$ cat config.mk
export PLATFORM = sky130hd
export DESIGN_NAME = wav_header_checker_top
export DESIGN_NICKNAME = d
export VERILOG_FILES = /design/src/hdl/wavhc_pkg.sv /design/src/hdl/wavhc_front.sv /design/src/hdl/wavhc_fifo.sv /design/src/hdl/wavhc_back.sv /design/src/hdl/wav_header_checker_top.sv
export SDC_FILE = /design/constraint.sdc
export NUM_CORES = 2
export LEC_CHECK = 0
export BUFFER_PORTS_ARGS = -buffer_cell sky130_fd_sc_hd__buf_2
export CORE_ASPECT_RATIO = 0.9
export CORE_MARGIN = 2
export CORE_UTILIZATION = 29
export DETAILED_ROUTE_END_ITERATION = 7
export PLACE_DENSITY = 0.5
export SLEW_MARGIN = 15
export SYNTH_ARGS = -nofsm -noshare
export SYNTH_HDL_FRONTEND = slang
export SYNTH_HIERARCHICAL = 1
export SYNTH_SLANG_ARGS = --single-unit
$ cat constraint.sdc
create_clock -name clk_i -period 15.9 [get_ports clk_i]
set_input_delay 3.18 -clock clk_i [delete_from_list [all_inputs] [get_ports clk_i]]
set_output_delay 3.18 -clock clk_i [all_outputs]
set_load 0.01 [all_outputs]
$ cat src/hdl/wavhc_pkg.sv
`timescale 1ns / 1ps
// Shared types and constants of the WAV header checker.
// Used by the front parser, the verdict queue, the back end and the top level.
package wavhc_pkg;

  localparam logic [31:0] MAGIC_RIFF = 32'h4646_4952;
  localparam logic [31:0] MAGIC_WAVE = 32'h4556_4157;
  localparam logic [31:0] MAGIC_FMT  = 32'h2074_6d66;
  localparam logic [31:0] MAGIC_DATA = 32'h6174_6164;

  localparam logic [31:0] MIN_FILE    = 32'd44;
  localparam logic [31:0] FMT_LEN     = 32'd16;
  localparam logic [15:0] PCM_CODE    = 16'd1;
  localparam logic [31:0] RIFF_HDR    = 32'd8;
  localparam logic [31:0] MS_PER_S    = 32'd1000;
  localparam logic [31:0] SEARCH_FROM = 32'd36;

  localparam int Q_DEPTH = 2;
  localparam int Q_PTR_W = (Q_DEPTH > 1) ? $clog2(Q_DEPTH) : 1;
  localparam int Q_CNT_W = $clog2(Q_DEPTH + 1);

  typedef enum logic [3:0] {
    ST_OK       = 4'd0,
    ST_SMALL    = 4'd1,
    ST_RIFF     = 4'd2,
    ST_WAVE     = 4'd3,
    ST_FILESIZE = 4'd4,
    ST_FMT      = 4'd5,
    ST_FMTSIZE  = 4'd6,
    ST_NOTPCM   = 4'd7,
    ST_BYTERATE = 4'd8,
    ST_ALIGN    = 4'd9,
    ST_NODATA   = 4'd10,
    ST_DATASIZE = 4'd11
  } status_e;

  typedef struct packed {
    status_e     status;
    logic [15:0] channel_count;
    logic [31:0] sample_rate;
    logic [31:0] byte_rate;
    logic [15:0] block_align;
    logic [15:0] sample_bits;
    logic [31:0] data_length;
    logic [31:0] data_start;
  } verdict_t;

  typedef struct packed {
    logic full;
    logic empty;
  } q_stat_t;

endpackage

$ cat src/hdl/wavhc_front.sv
`timescale 1ns / 1ps
// Front parser: takes file bytes, holds the length register, runs the header checks
// and the data chunk search, and pushes one verdict word per file. Uses wavhc_pkg.
module wavhc_front import wavhc_pkg::*; (
  input  logic        clk_i,
  input  logic        rst_ni,
  input  logic        cfg_we_i,
  input  logic [31:0] cfg_wdata_i,
  input  logic        in_valid_i,
  output logic        in_stall_o,
  input  logic [7:0]  file_byte_i,
  input  logic        final_byte_i,
  input  q_stat_t     q_stat_i,
  output logic        push_o,
  output verdict_t    push_data_o
);

  typedef enum logic [1:0] {
    PH_HEADER,
    PH_SEARCH,
    PH_SIZE
  } phase_e;

  localparam logic [31:0] OFS_RIFF  = 32'd3;
  localparam logic [31:0] OFS_RLEN  = 32'd7;
  localparam logic [31:0] OFS_WAVE  = 32'd11;
  localparam logic [31:0] OFS_FMT   = 32'd15;
  localparam logic [31:0] OFS_FLEN  = 32'd19;
  localparam logic [31:0] OFS_CODE  = 32'd21;
  localparam logic [31:0] OFS_CHAN  = 32'd23;
  localparam logic [31:0] OFS_RATE  = 32'd27;
  localparam logic [31:0] OFS_BRATE = 32'd31;
  localparam logic [31:0] OFS_ALIGN = 32'd33;
  localparam logic [31:0] OFS_BITS  = 32'd35;

  logic [31:0] len_q;
  logic [31:0] pos_q, pos_d;
  logic [31:0] tail_q, tail_d;
  phase_e      phase_q, phase_d;
  logic        done_q, done_d;
  logic [31:0] riff_q, riff_d;
  logic [15:0] ch_q, ch_d;
  logic [31:0] rate_q, rate_d;
  logic [31:0] br_q, br_d;
  logic [15:0] align_q, align_d;
  logic [15:0] bits_q, bits_d;
  logic [31:0] end_q, end_d;
  logic [31:0] start_q, start_d;
  logic [31:0] rc_q;

  logic        accept;
  logic [31:0] tail_nx;
  logic [15:0] low16;
  logic [31:0] prod_br;
  logic [31:0] prod_al;
  logic        emit;
  logic        ok;
  status_e     code;

  assign accept  = in_valid_i && !q_stat_i.full;
  assign in_stall_o = q_stat_i.full;
  assign tail_nx = {file_byte_i, tail_q[31:8]};
  assign low16   = tail_nx[31:16];
  assign prod_br = rc_q * {16'b0, low16};
  assign prod_al = {16'b0, ch_q} * {16'b0, low16};

  always_comb begin
    pos_d   = pos_q;
    tail_d  = tail_q;
    phase_d = phase_q;
    done_d  = done_q;
    riff_d  = riff_q;
    ch_d    = ch_q;
    rate_d  = rate_q;
    br_d    = br_q;
    align_d = align_q;
    bits_d  = bits_q;
    end_d   = end_q;
    start_d = start_q;
    emit    = 1'b0;
    ok      = 1'b0;
    code    = ST_OK;

    if (accept && !done_q) begin
      if (pos_q == 32'd0 && len_q < MIN_FILE) begin
        emit = 1'b1;
        code = ST_SMALL;
      end else begin
        if (pos_q < len_q) begin
          tail_d = tail_nx;
          unique case (phase_q)
            PH_HEADER: begin
              case (pos_q)
                OFS_RIFF: begin
                  if (tail_nx != MAGIC_RIFF) begin
                    emit = 1'b1;
                    code = ST_RIFF;
                  end
                end
                OFS_RLEN: riff_d = tail_nx;
                OFS_WAVE: begin
                  if (tail_nx != MAGIC_WAVE) begin
                    emit = 1'b1;
                    code = ST_WAVE;
                  end else if (riff_q != len_q - RIFF_HDR) begin
                    emit = 1'b1;
                    code = ST_FILESIZE;
                  end
                end
                OFS_FMT: begin
                  if (tail_nx != MAGIC_FMT) begin
                    emit = 1'b1;
                    code = ST_FMT;
                  end
                end
                OFS_FLEN: begin
                  if (tail_nx != FMT_LEN) begin
                    emit = 1'b1;
                    code = ST_FMTSIZE;
                  end
                end
                OFS_CODE: begin
                  if (low16 != PCM_CODE) begin
                    emit = 1'b1;
                    code = ST_NOTPCM;
                  end
                end
                OFS_CHAN:  ch_d = low16;
                OFS_RATE:  rate_d = tail_nx;
                OFS_BRATE: br_d = tail_nx;
                OFS_ALIGN: align_d = low16;
                OFS_BITS: begin
                  bits_d = low16;
                  if (br_q != {3'b0, prod_br[31:3]}) begin
                    emit = 1'b1;
                    code = ST_BYTERATE;
                  end else if ({16'b0, align_q} != {3'b0, prod_al[31:3]}) begin
                    emit = 1'b1;
                    code = ST_ALIGN;
                  end else begin
                    phase_d = PH_SEARCH;
                  end
                end
                default: ;
              endcase
            end
            PH_SEARCH: begin
              if (pos_q >= SEARCH_FROM + 32'd3 && tail_nx == MAGIC_DATA) begin
                phase_d = PH_SIZE;
                end_d   = pos_q + 32'd4;
                start_d = pos_q + 32'd5;
              end
            end
            PH_SIZE: begin
              if (pos_q == end_q) begin
                emit = 1'b1;
                if (tail_nx != len_q - start_q) begin
                  code = ST_DATASIZE;
                end else begin
                  ok   = 1'b1;
                  code = ST_OK;
                end
              end
            end
            default: ;
          endcase
        end
        if (!emit && (final_byte_i || pos_q + 32'd1 == len_q)) begin
          emit = 1'b1;
          unique case (phase_d)
            PH_HEADER: code = ST_SMALL;
            PH_SEARCH: code = ST_NODATA;
            default:   code = ST_DATASIZE;
          endcase
        end
      end
      if (emit) begin
        done_d = 1'b1;
      end
    end

    if (accept) begin
      if (final_byte_i) begin
        pos_d   = '0;
        tail_d  = '0;
        phase_d = PH_HEADER;
        done_d  = 1'b0;
        riff_d  = '0;
        ch_d    = '0;
        rate_d  = '0;
        br_d    = '0;
        align_d = '0;
        bits_d  = '0;
        end_d   = '0;
        start_d = '0;
      end else if (pos_q != '1) begin
        pos_d = pos_q + 32'd1;
      end
    end
  end

  always_comb begin
    push_o      = emit;
    push_data_o = '0;
    push_data_o.status = code;
    if (ok) begin
      push_data_o.channel_count = ch_q;
      push_data_o.sample_rate   = rate_q;
      push_data_o.byte_rate     = br_q;
      push_data_o.block_align   = align_q;
      push_data_o.sample_bits   = bits_q;
      push_data_o.data_length   = tail_nx;
      push_data_o.data_start    = start_q;
    end
  end

  always_ff @(posedge clk_i or negedge rst_ni) begin
    if (!rst_ni) begin
      len_q   <= '0;
      pos_q   <= '0;
      tail_q  <= '0;
      phase_q <= PH_HEADER;
      done_q  <= 1'b0;
      riff_q  <= '0;
      ch_q    <= '0;
      rate_q  <= '0;
      br_q    <= '0;
      align_q <= '0;
      bits_q  <= '0;
      end_q   <= '0;
      start_q <= '0;
    end else begin
      if (cfg_we_i) begin
        len_q <= cfg_wdata_i;
      end
      pos_q   <= pos_d;
      tail_q  <= tail_d;
      phase_q <= phase_d;
      done_q  <= done_d;
      riff_q  <= riff_d;
      ch_q    <= ch_d;
      rate_q  <= rate_d;
      br_q    <= br_d;
      align_q <= align_d;
      bits_q  <= bits_d;
      end_q   <= end_d;
      start_q <= start_d;
    end
  end

  // rate * channels, settled long before the bits field arrives
  always_ff @(posedge clk_i) begin
    rc_q <= rate_q * {16'b0, ch_q};
  end

  a_push_room: assert property (@(posedge clk_i) disable iff (!rst_ni)
    push_o |-> !q_stat_i.full)
    else $error("verdict pushed into a full queue");

  a_phase_pos: assert property (@(posedge clk_i) disable iff (!rst_ni)
    (phase_q != PH_HEADER) |-> (pos_q >= SEARCH_FROM))
    else $error("left header phase before the fmt chunk ended");

endmodule

$ cat src/hdl/wavhc_fifo.sv
`timescale 1ns / 1ps
// Short verdict queue between the front parser and the back end.
// Uses wavhc_pkg for the word type and depth.
module wavhc_fifo import wavhc_pkg::*; (
  input  logic     clk_i,
  input  logic     rst_ni,
  input  logic     push_i,
  input  verdict_t push_data_i,
  input  logic     pop_i,
  output verdict_t pop_data_o,
  output q_stat_t  stat_o
);

  verdict_t             mem_q [Q_DEPTH];
  logic [Q_PTR_W-1:0]   wr_q;
  logic [Q_PTR_W-1:0]   rd_q;
  logic [Q_CNT_W-1:0]   cnt_q;
  logic                 do_push;
  logic                 do_pop;

  assign stat_o.full  = (cnt_q == Q_CNT_W'(Q_DEPTH));
  assign stat_o.empty = (cnt_q == '0);
  assign do_push      = push_i && !stat_o.full;
  assign do_pop       = pop_i && !stat_o.empty;
  assign pop_data_o   = mem_q[rd_q];

  always_ff @(posedge clk_i) begin
    if (do_push) begin
      mem_q[wr_q] <= push_data_i;
    end
  end

  always_ff @(posedge clk_i or negedge rst_ni) begin
    if (!rst_ni) begin
      wr_q  <= '0;
      rd_q  <= '0;
      cnt_q <= '0;
    end else begin
      if (do_push) begin
        wr_q <= (wr_q == Q_PTR_W'(Q_DEPTH - 1)) ? '0 : wr_q + 1'b1;
      end
      if (do_pop) begin
        rd_q <= (rd_q == Q_PTR_W'(Q_DEPTH - 1)) ? '0 : rd_q + 1'b1;
      end
      if (do_push && !do_pop) begin
        cnt_q <= cnt_q + 1'b1;
      end else if (do_pop && !do_push) begin
        cnt_q <= cnt_q - 1'b1;
      end
    end
  end

  a_cnt_bound: assert property (@(posedge clk_i) disable iff (!rst_ni)
    cnt_q <= Q_CNT_W'(Q_DEPTH))
    else $error("queue count beyond depth");

endmodule

$ cat src/hdl/wavhc_back.sv
`timescale 1ns / 1ps
// Back end: pops verdict words, computes the duration (multiply by 1000, then a
// radix-2 restoring divide by the byte rate) and holds the result word. Uses wavhc_pkg.
module wavhc_back import wavhc_pkg::*; (
  input  logic     clk_i,
  input  logic     rst_ni,
  input  q_stat_t  q_stat_i,
  input  verdict_t pop_data_i,
  output logic     pop_o,
  output logic     out_valid_o,
  input  logic     out_stall_i,
  output verdict_t res_o,
  output logic [31:0] duration_ms_o
);

  typedef enum logic [1:0] {
    BK_IDLE,
    BK_MUL,
    BK_DIV,
    BK_DONE
  } bk_state_e;

  bk_state_e   state_q;
  verdict_t    ent_q;
  logic [31:0] num_q;
  logic [32:0] rem_q;
  logic [4:0]  cnt_q;
  logic [31:0] dur_q;
  logic        valid_q;

  logic [31:0] prod_ms;
  logic [32:0] rem_sh;
  logic        ge;
  logic [32:0] rem_nx;

  assign pop_o   = (state_q == BK_IDLE) && !q_stat_i.empty;
  assign prod_ms = ent_q.data_length * MS_PER_S;
  assign rem_sh  = {rem_q[31:0], num_q[31]};
  assign ge      = (rem_sh >= {1'b0, ent_q.byte_rate});
  assign rem_nx  = ge ? rem_sh - {1'b0, ent_q.byte_rate} : rem_sh;

  always_ff @(posedge clk_i or negedge rst_ni) begin
    if (!rst_ni) begin
      state_q <= BK_IDLE;
      ent_q   <= '0;
      num_q   <= '0;
      rem_q   <= '0;
      cnt_q   <= '0;
      dur_q   <= '0;
      valid_q <= 1'b0;
    end else begin
      unique case (state_q)
        BK_IDLE: begin
          if (!q_stat_i.empty) begin
            ent_q <= pop_data_i;
            if (pop_data_i.status == ST_OK && pop_data_i.byte_rate != '0) begin
              state_q <= BK_MUL;
            end else begin
              dur_q   <= '0;
              valid_q <= 1'b1;
              state_q <= BK_DONE;
            end
          end
        end
        BK_MUL: begin
          num_q   <= prod_ms;
          rem_q   <= '0;
          cnt_q   <= '0;
          state_q <= BK_DIV;
        end
        BK_DIV: begin
          rem_q <= rem_nx;
          num_q <= {num_q[30:0], ge};
          cnt_q <= cnt_q + 5'd1;
          if (cnt_q == '1) begin
            dur_q   <= {num_q[30:0], ge};
            valid_q <= 1'b1;
            state_q <= BK_DONE;
          end
        end
        BK_DONE: begin
          if (!out_stall_i) begin
            valid_q <= 1'b0;
            state_q <= BK_IDLE;
          end
        end
        default: state_q <= BK_IDLE;
      endcase
    end
  end

  assign out_valid_o   = valid_q;
  assign res_o         = ent_q;
  assign duration_ms_o = dur_q;

  a_div_nonzero: assert property (@(posedge clk_i) disable iff (!rst_ni)
    (state_q == BK_DIV) |-> (ent_q.byte_rate != '0 && ent_q.status == ST_OK))
    else $error("divide started without a valid divisor");

  a_valid_done: assert property (@(posedge clk_i) disable iff (!rst_ni)
    valid_q == (state_q == BK_DONE))
    else $error("result valid out of step with done state");

endmodule

$ cat src/hdl/wav_header_checker_top.sv
`timescale 1ns / 1ps
// Top level of the WAV header checker: front parser, verdict queue, back end.
// Uses wavhc_pkg, wavhc_front, wavhc_fifo and wavhc_back.
//
//   channel | handshake             | payload
//   --------+-----------------------+--------------------------------------------
//   cfg     | cfg_we_i              | cfg_wdata_i (file length)
//   in      | in_valid_i/in_stall_o | file_byte_i, final_byte_i
//   out     | out_valid_o/out_stall_i | status_o .. duration_ms_o (one per file)
//
// Bytes are taken one per cycle; the input stalls only while the verdict queue
// (two words) is full. An error verdict or one with zero byte rate reaches the
// output in the cycle after it leaves the queue; a good verdict first passes a
// load, a multiply step and 32 divide steps of the serial divider.
// Reset clears the length register, the parser, the queue and the output.
module wav_header_checker_top import wavhc_pkg::*; (
  input  logic        clk_i,
  input  logic        rst_ni,
  input  logic        cfg_we_i,
  input  logic [31:0] cfg_wdata_i,
  input  logic        in_valid_i,
  output logic        in_stall_o,
  input  logic [7:0]  file_byte_i,
  input  logic        final_byte_i,
  output logic        out_valid_o,
  input  logic        out_stall_i,
  output logic [3:0]  status_o,
  output logic [15:0] channel_count_o,
  output logic [31:0] sample_rate_o,
  output logic [31:0] byte_rate_o,
  output logic [15:0] block_align_o,
  output logic [15:0] sample_bits_o,
  output logic [31:0] data_length_o,
  output logic [31:0] data_start_o,
  output logic [31:0] duration_ms_o
);

  q_stat_t  q_stat;
  logic     push;
  verdict_t push_data;
  logic     pop;
  verdict_t pop_data;
  verdict_t res;

  wavhc_front u_front (
    .clk_i        (clk_i),
    .rst_ni       (rst_ni),
    .cfg_we_i     (cfg_we_i),
    .cfg_wdata_i  (cfg_wdata_i),
    .in_valid_i   (in_valid_i),
    .in_stall_o   (in_stall_o),
    .file_byte_i  (file_byte_i),
    .final_byte_i (final_byte_i),
    .q_stat_i     (q_stat),
    .push_o       (push),
    .push_data_o  (push_data)
  );

  wavhc_fifo u_fifo (
    .clk_i       (clk_i),
    .rst_ni      (rst_ni),
    .push_i      (push),
    .push_data_i (push_data),
    .pop_i       (pop),
    .pop_data_o  (pop_data),
    .stat_o      (q_stat)
  );

  wavhc_back u_back (
    .clk_i         (clk_i),
    .rst_ni        (rst_ni),
    .q_stat_i      (q_stat),
    .pop_data_i    (pop_data),
    .pop_o         (pop),
    .out_valid_o   (out_valid_o),
    .out_stall_i   (out_stall_i),
    .res_o         (res),
    .duration_ms_o (duration_ms_o)
  );

  assign status_o        = res.status;
  assign channel_count_o = res.channel_count;
  assign sample_rate_o   = res.sample_rate;
  assign byte_rate_o     = res.byte_rate;
  assign block_align_o   = res.block_align;
  assign sample_bits_o   = res.sample_bits;
  assign data_length_o   = res.data_length;
  assign data_start_o    = res.data_start;

endmodule
==> flow_metrics.env <==
export IMPL_outcome="complete, no violations"
export IMPL_ant_nets=0
export IMPL_drt_first_pass_iters=7
export IMPL_grt_usage=0.189
export IMPL_reg2reg_from="u_front/tail_q[28]"
export IMPL_holdPathStages=2
export IMPL_via_per_inst=4.94
export IMPL_design_die_area_sq_mm=0.293
export IMPL_vdd_drop_max_uv=195
export IMPL_critPathRequiredTime_ps=16280
export IMPL_synthXorXnorAreaFrac=0.0442
export IMPL_initial_core_util=0.291
export IMPL_coreArea_sq_mm=0.288
export IMPL_io_pins=260
export IMPL_synthTopCellsByArea="fa_1 (21%), dfrtp_1 (18%), edfxtp_1 (13%)"
export IMPL_fin_util=0.322
export IMPL_critPathMaxStageDelay_ps=840
export IMPL_synth_compound_area_frac=0.0847
export IMPL_routed_wl_mm=279
export IMPL_seqCellArea_sq_mm=0.0262
export IMPL_synth_cell_types=102
export IMPL_synthFlopType="dfrtp_1"
export IMPL_clock_sinks=979
export IMPL_hpwl_mm=204
export IMPL_seq_area_frac_synth=0.312
export IMPL_wl_per_cell_um=22.4
export IMPL_slowest_stage="buf_4"
export IMPL_root_buffer="clkbuf_16"
export IMPL_cp_end_kind="flip-flop"
export IMPL_crit_fanout=67
export IMPL_rr_worst_depth=25
export IMPL_fp_dieW_um=571
export IMPL_clk_latency_ps=800
export IMPL_cp_start_kind="input port"
export IMPL_ys_async_sr_fraction=0.600
export IMPL_h_tree_depth=3
export IMPL_cpMostUsedCell="fa_1"
export IMPL_syn_area_per_cell_sq_um=9.89
export IMPL_crit_type="in2reg"
export IMPL_clockBufferDepth=3
export IMPL_clk_pin_slew_worst_paths_ps=60
export IMPL_whs_ps=480
export IMPL_min_from="u_back/duration_ms_o[3]"
export IMPL_fmax_ghz=0.0813
export IMPL_p_leak_nw=39.2
export IMPL_tightest_slew_ps=1200
export IMPL_synth_top_family_by_area="adder cells"
export IMPL_fin_ws_ps=3600
export IMPL_gp_congestion=0.926
export IMPL_areaGrowthSynthToFinish_pct=10.7
export IMPL_max_slew_margin_rel=0.197
export IMPL_reg2reg_slack_ps=5490
export IMPL_antenna_found_initial=35
export IMPL_synth_fp_nets=9817
export IMPL_fin_nets=9825
export IMPL_io_buffers=259
export IMPL_synthMuxAreaShare=0.0573
export IMPL_netlist_instances=8480
export IMPL_cts_tree="yes"
export IMPL_drv_slew=0
export IMPL_fillers=29704
export IMPL_hold_viol_final=0
export IMPL_synth_edf_count=360
export IMPL_rows=187
export IMPL_synth_top_area_frac=0.214
export IMPL_ys_ff_latch=979
export IMPL_synthAdderAreaFrac=0.273
export IMPL_multi_input_area_sq_mm=0.0517
export IMPL_timing_final_crit_share=0.773
export IMPL_final_common_cell="inv_1"
export IMPL_max_cap_viol_count=0
export IMPL_layout_common_cells="inv_1 (1071), nand2_1 (1048), fa_1 (895), and2_1 (731), dfrtp_1 (575)"
export IMPL_synthesis_area_sq_mm=0.0838
export IMPL_grt_overflow=0
export IMPL_grt_pass1_vias=63105
export IMPL_crit_arrival_ps=12670
export IMPL_holdCritPathClass="reg2reg"
export IMPL_ctsResizeCount=0
export IMPL_layout_drive_gt1_share=0.109
export IMPL_post_cts_buffers=0
export IMPL_via_count=61663
export IMPL_ys_warn_count=6
export IMPL_die_height_um=514
export IMPL_grt_max_degree=134
export IMPL_drtIter0Drc=5166
export IMPL_grt_pass1_wl_mm=420
export IMPL_fin_setup_tns_ps=0
export IMPL_cp_startpoint="file_byte_i[1]"
export IMPL_place_ws_ps=2810
export IMPL_yosysTopAreaCell="fa_1"
export IMPL_period_minus_slack_ps=12300
export IMPL_yosys_area_share_simple=0.157
export IMPL_numCtsBuffers=110
export IMPL_power_density_mw_per_mm2=127
export IMPL_rsz0062_at_grt="false"
export IMPL_drcViolationCount=0
export IMPL_finalSetupViolCount=0
export IMPL_clock_skew_ps=59.1
export IMPL_postCtsHoldBufs=0
[final cells by class]
| cell class | instances | share of cell area |
|---|---|---|
| diodes | 12 | 0.000324 |
| clock buffers | 143 | 0.0320 |
| inverters | 1071 | 0.0433 |
| well taps | 3874 | 0.0522 |
| repair buffers | 382 | 0.0244 |
| multi-input cells | 5944 | 0.558 |
| flip-flops and latches | 979 | 0.282 |
| clock inverters | 67 | 0.00824 |
[critical path: cells and delay by family]
family                   cells  cell delay [ps]
buffers and inverters        8             2530
AO/OA/AOI/OAI                9             1990
multiplexers                 1              250
adder cells (fa/ha/maj)      7             3000
AND/OR/NAND/NOR              4             1400
[per-stage QoR]
stage | area, sq um | cells | power [mW]
after floorplan | 83800 | 8480 | 7.48
after CTS | 92800 | 12460 | 11.9
after global placement | 89000 | 12250 | 9.10
after global routing | 92800 | 12463 | 12.7
final | 92800 | 12472 | 11.8
after detailed placement | 89000 | 12250 | 9.15
[power by group]
group	total [mW]	internal [mW]	switching [mW]
Clock	2.67	1.51	1.16
Combinational	5.76	2.26	3.49
Sequential	3.37	2.96	0.407
Total	11.8	6.73	5.06
[flip-flops by register name (all words and copies together) (netlist names), 24 cells and up]
register,cells
u_back/duration_ms_o,32
u_back/num_q,32
u_back/rem_q,32
u_back/res_o,180
u_fifo/mem_q,360
u_front/br_q,32
u_front/end_q,32
u_front/len_q,32
u_front/pos_q,32
u_front/rate_q,32
u_front/rc_q,32
u_front/riff_q,32
u_front/start_q,32
u_front/tail_q,24
[layer usage]
layer	wire length, um	up-vias	track usage
met2	120000	2100	0.279
met5	66	-	0
met4	5090	10	0.0343
li1	-	27646	-
met3	22200	298	0.0416
met1	132000	31609	0.282
[final timing paths]
kind	endpoint
min in group asynchronous	u_back/duration_ms_o[27]
worst min register to register	u_back/duration_ms_o[3]
worst max-delay path	u_fifo/mem_q[1][139]
max in group asynchronous	u_front/len_q[24]
worst max register to register	u_fifo/mem_q[1][139]
worst min-delay path	u_back/duration_ms_o[3]
[Yosys cell counts (41+ instances only)]
cell type,number
mux2_4,90
nor4_1,60
edfxtp_1,360
mux2_2,216
fa_1,895
xnor2_1,278
clkbuf_1,393
ha_1,396
nand2_1,1049
and2_1,732
dfrtp_1,587
nand3_1,87
buf_2,41
nor3_1,79
a22o_1,44
nor2_1,409
a21o_1,69
nand4_1,71
a21oi_1,392
xor2_1,143
inv_1,1071
o21ai_0,262
a31oi_1,49
mux2i_1,102
[cell families (layout without fill, tap and decap cells)]
group / count (synthesis) / after routing
AO/OA/AOI/OAI: 1133 / 1133
XOR/XNOR: 422 / 422
other: 0 / 12
flip-flops: 979 / 979
AND/OR/NAND/NOR: 2690 / 2690
adder cells (fa/ha/maj): 1291 / 1291
multiplexers: 408 / 408
buffers and inverters: 1557 / 1663
Note: power is estimated with default switching activity, not from simulation.
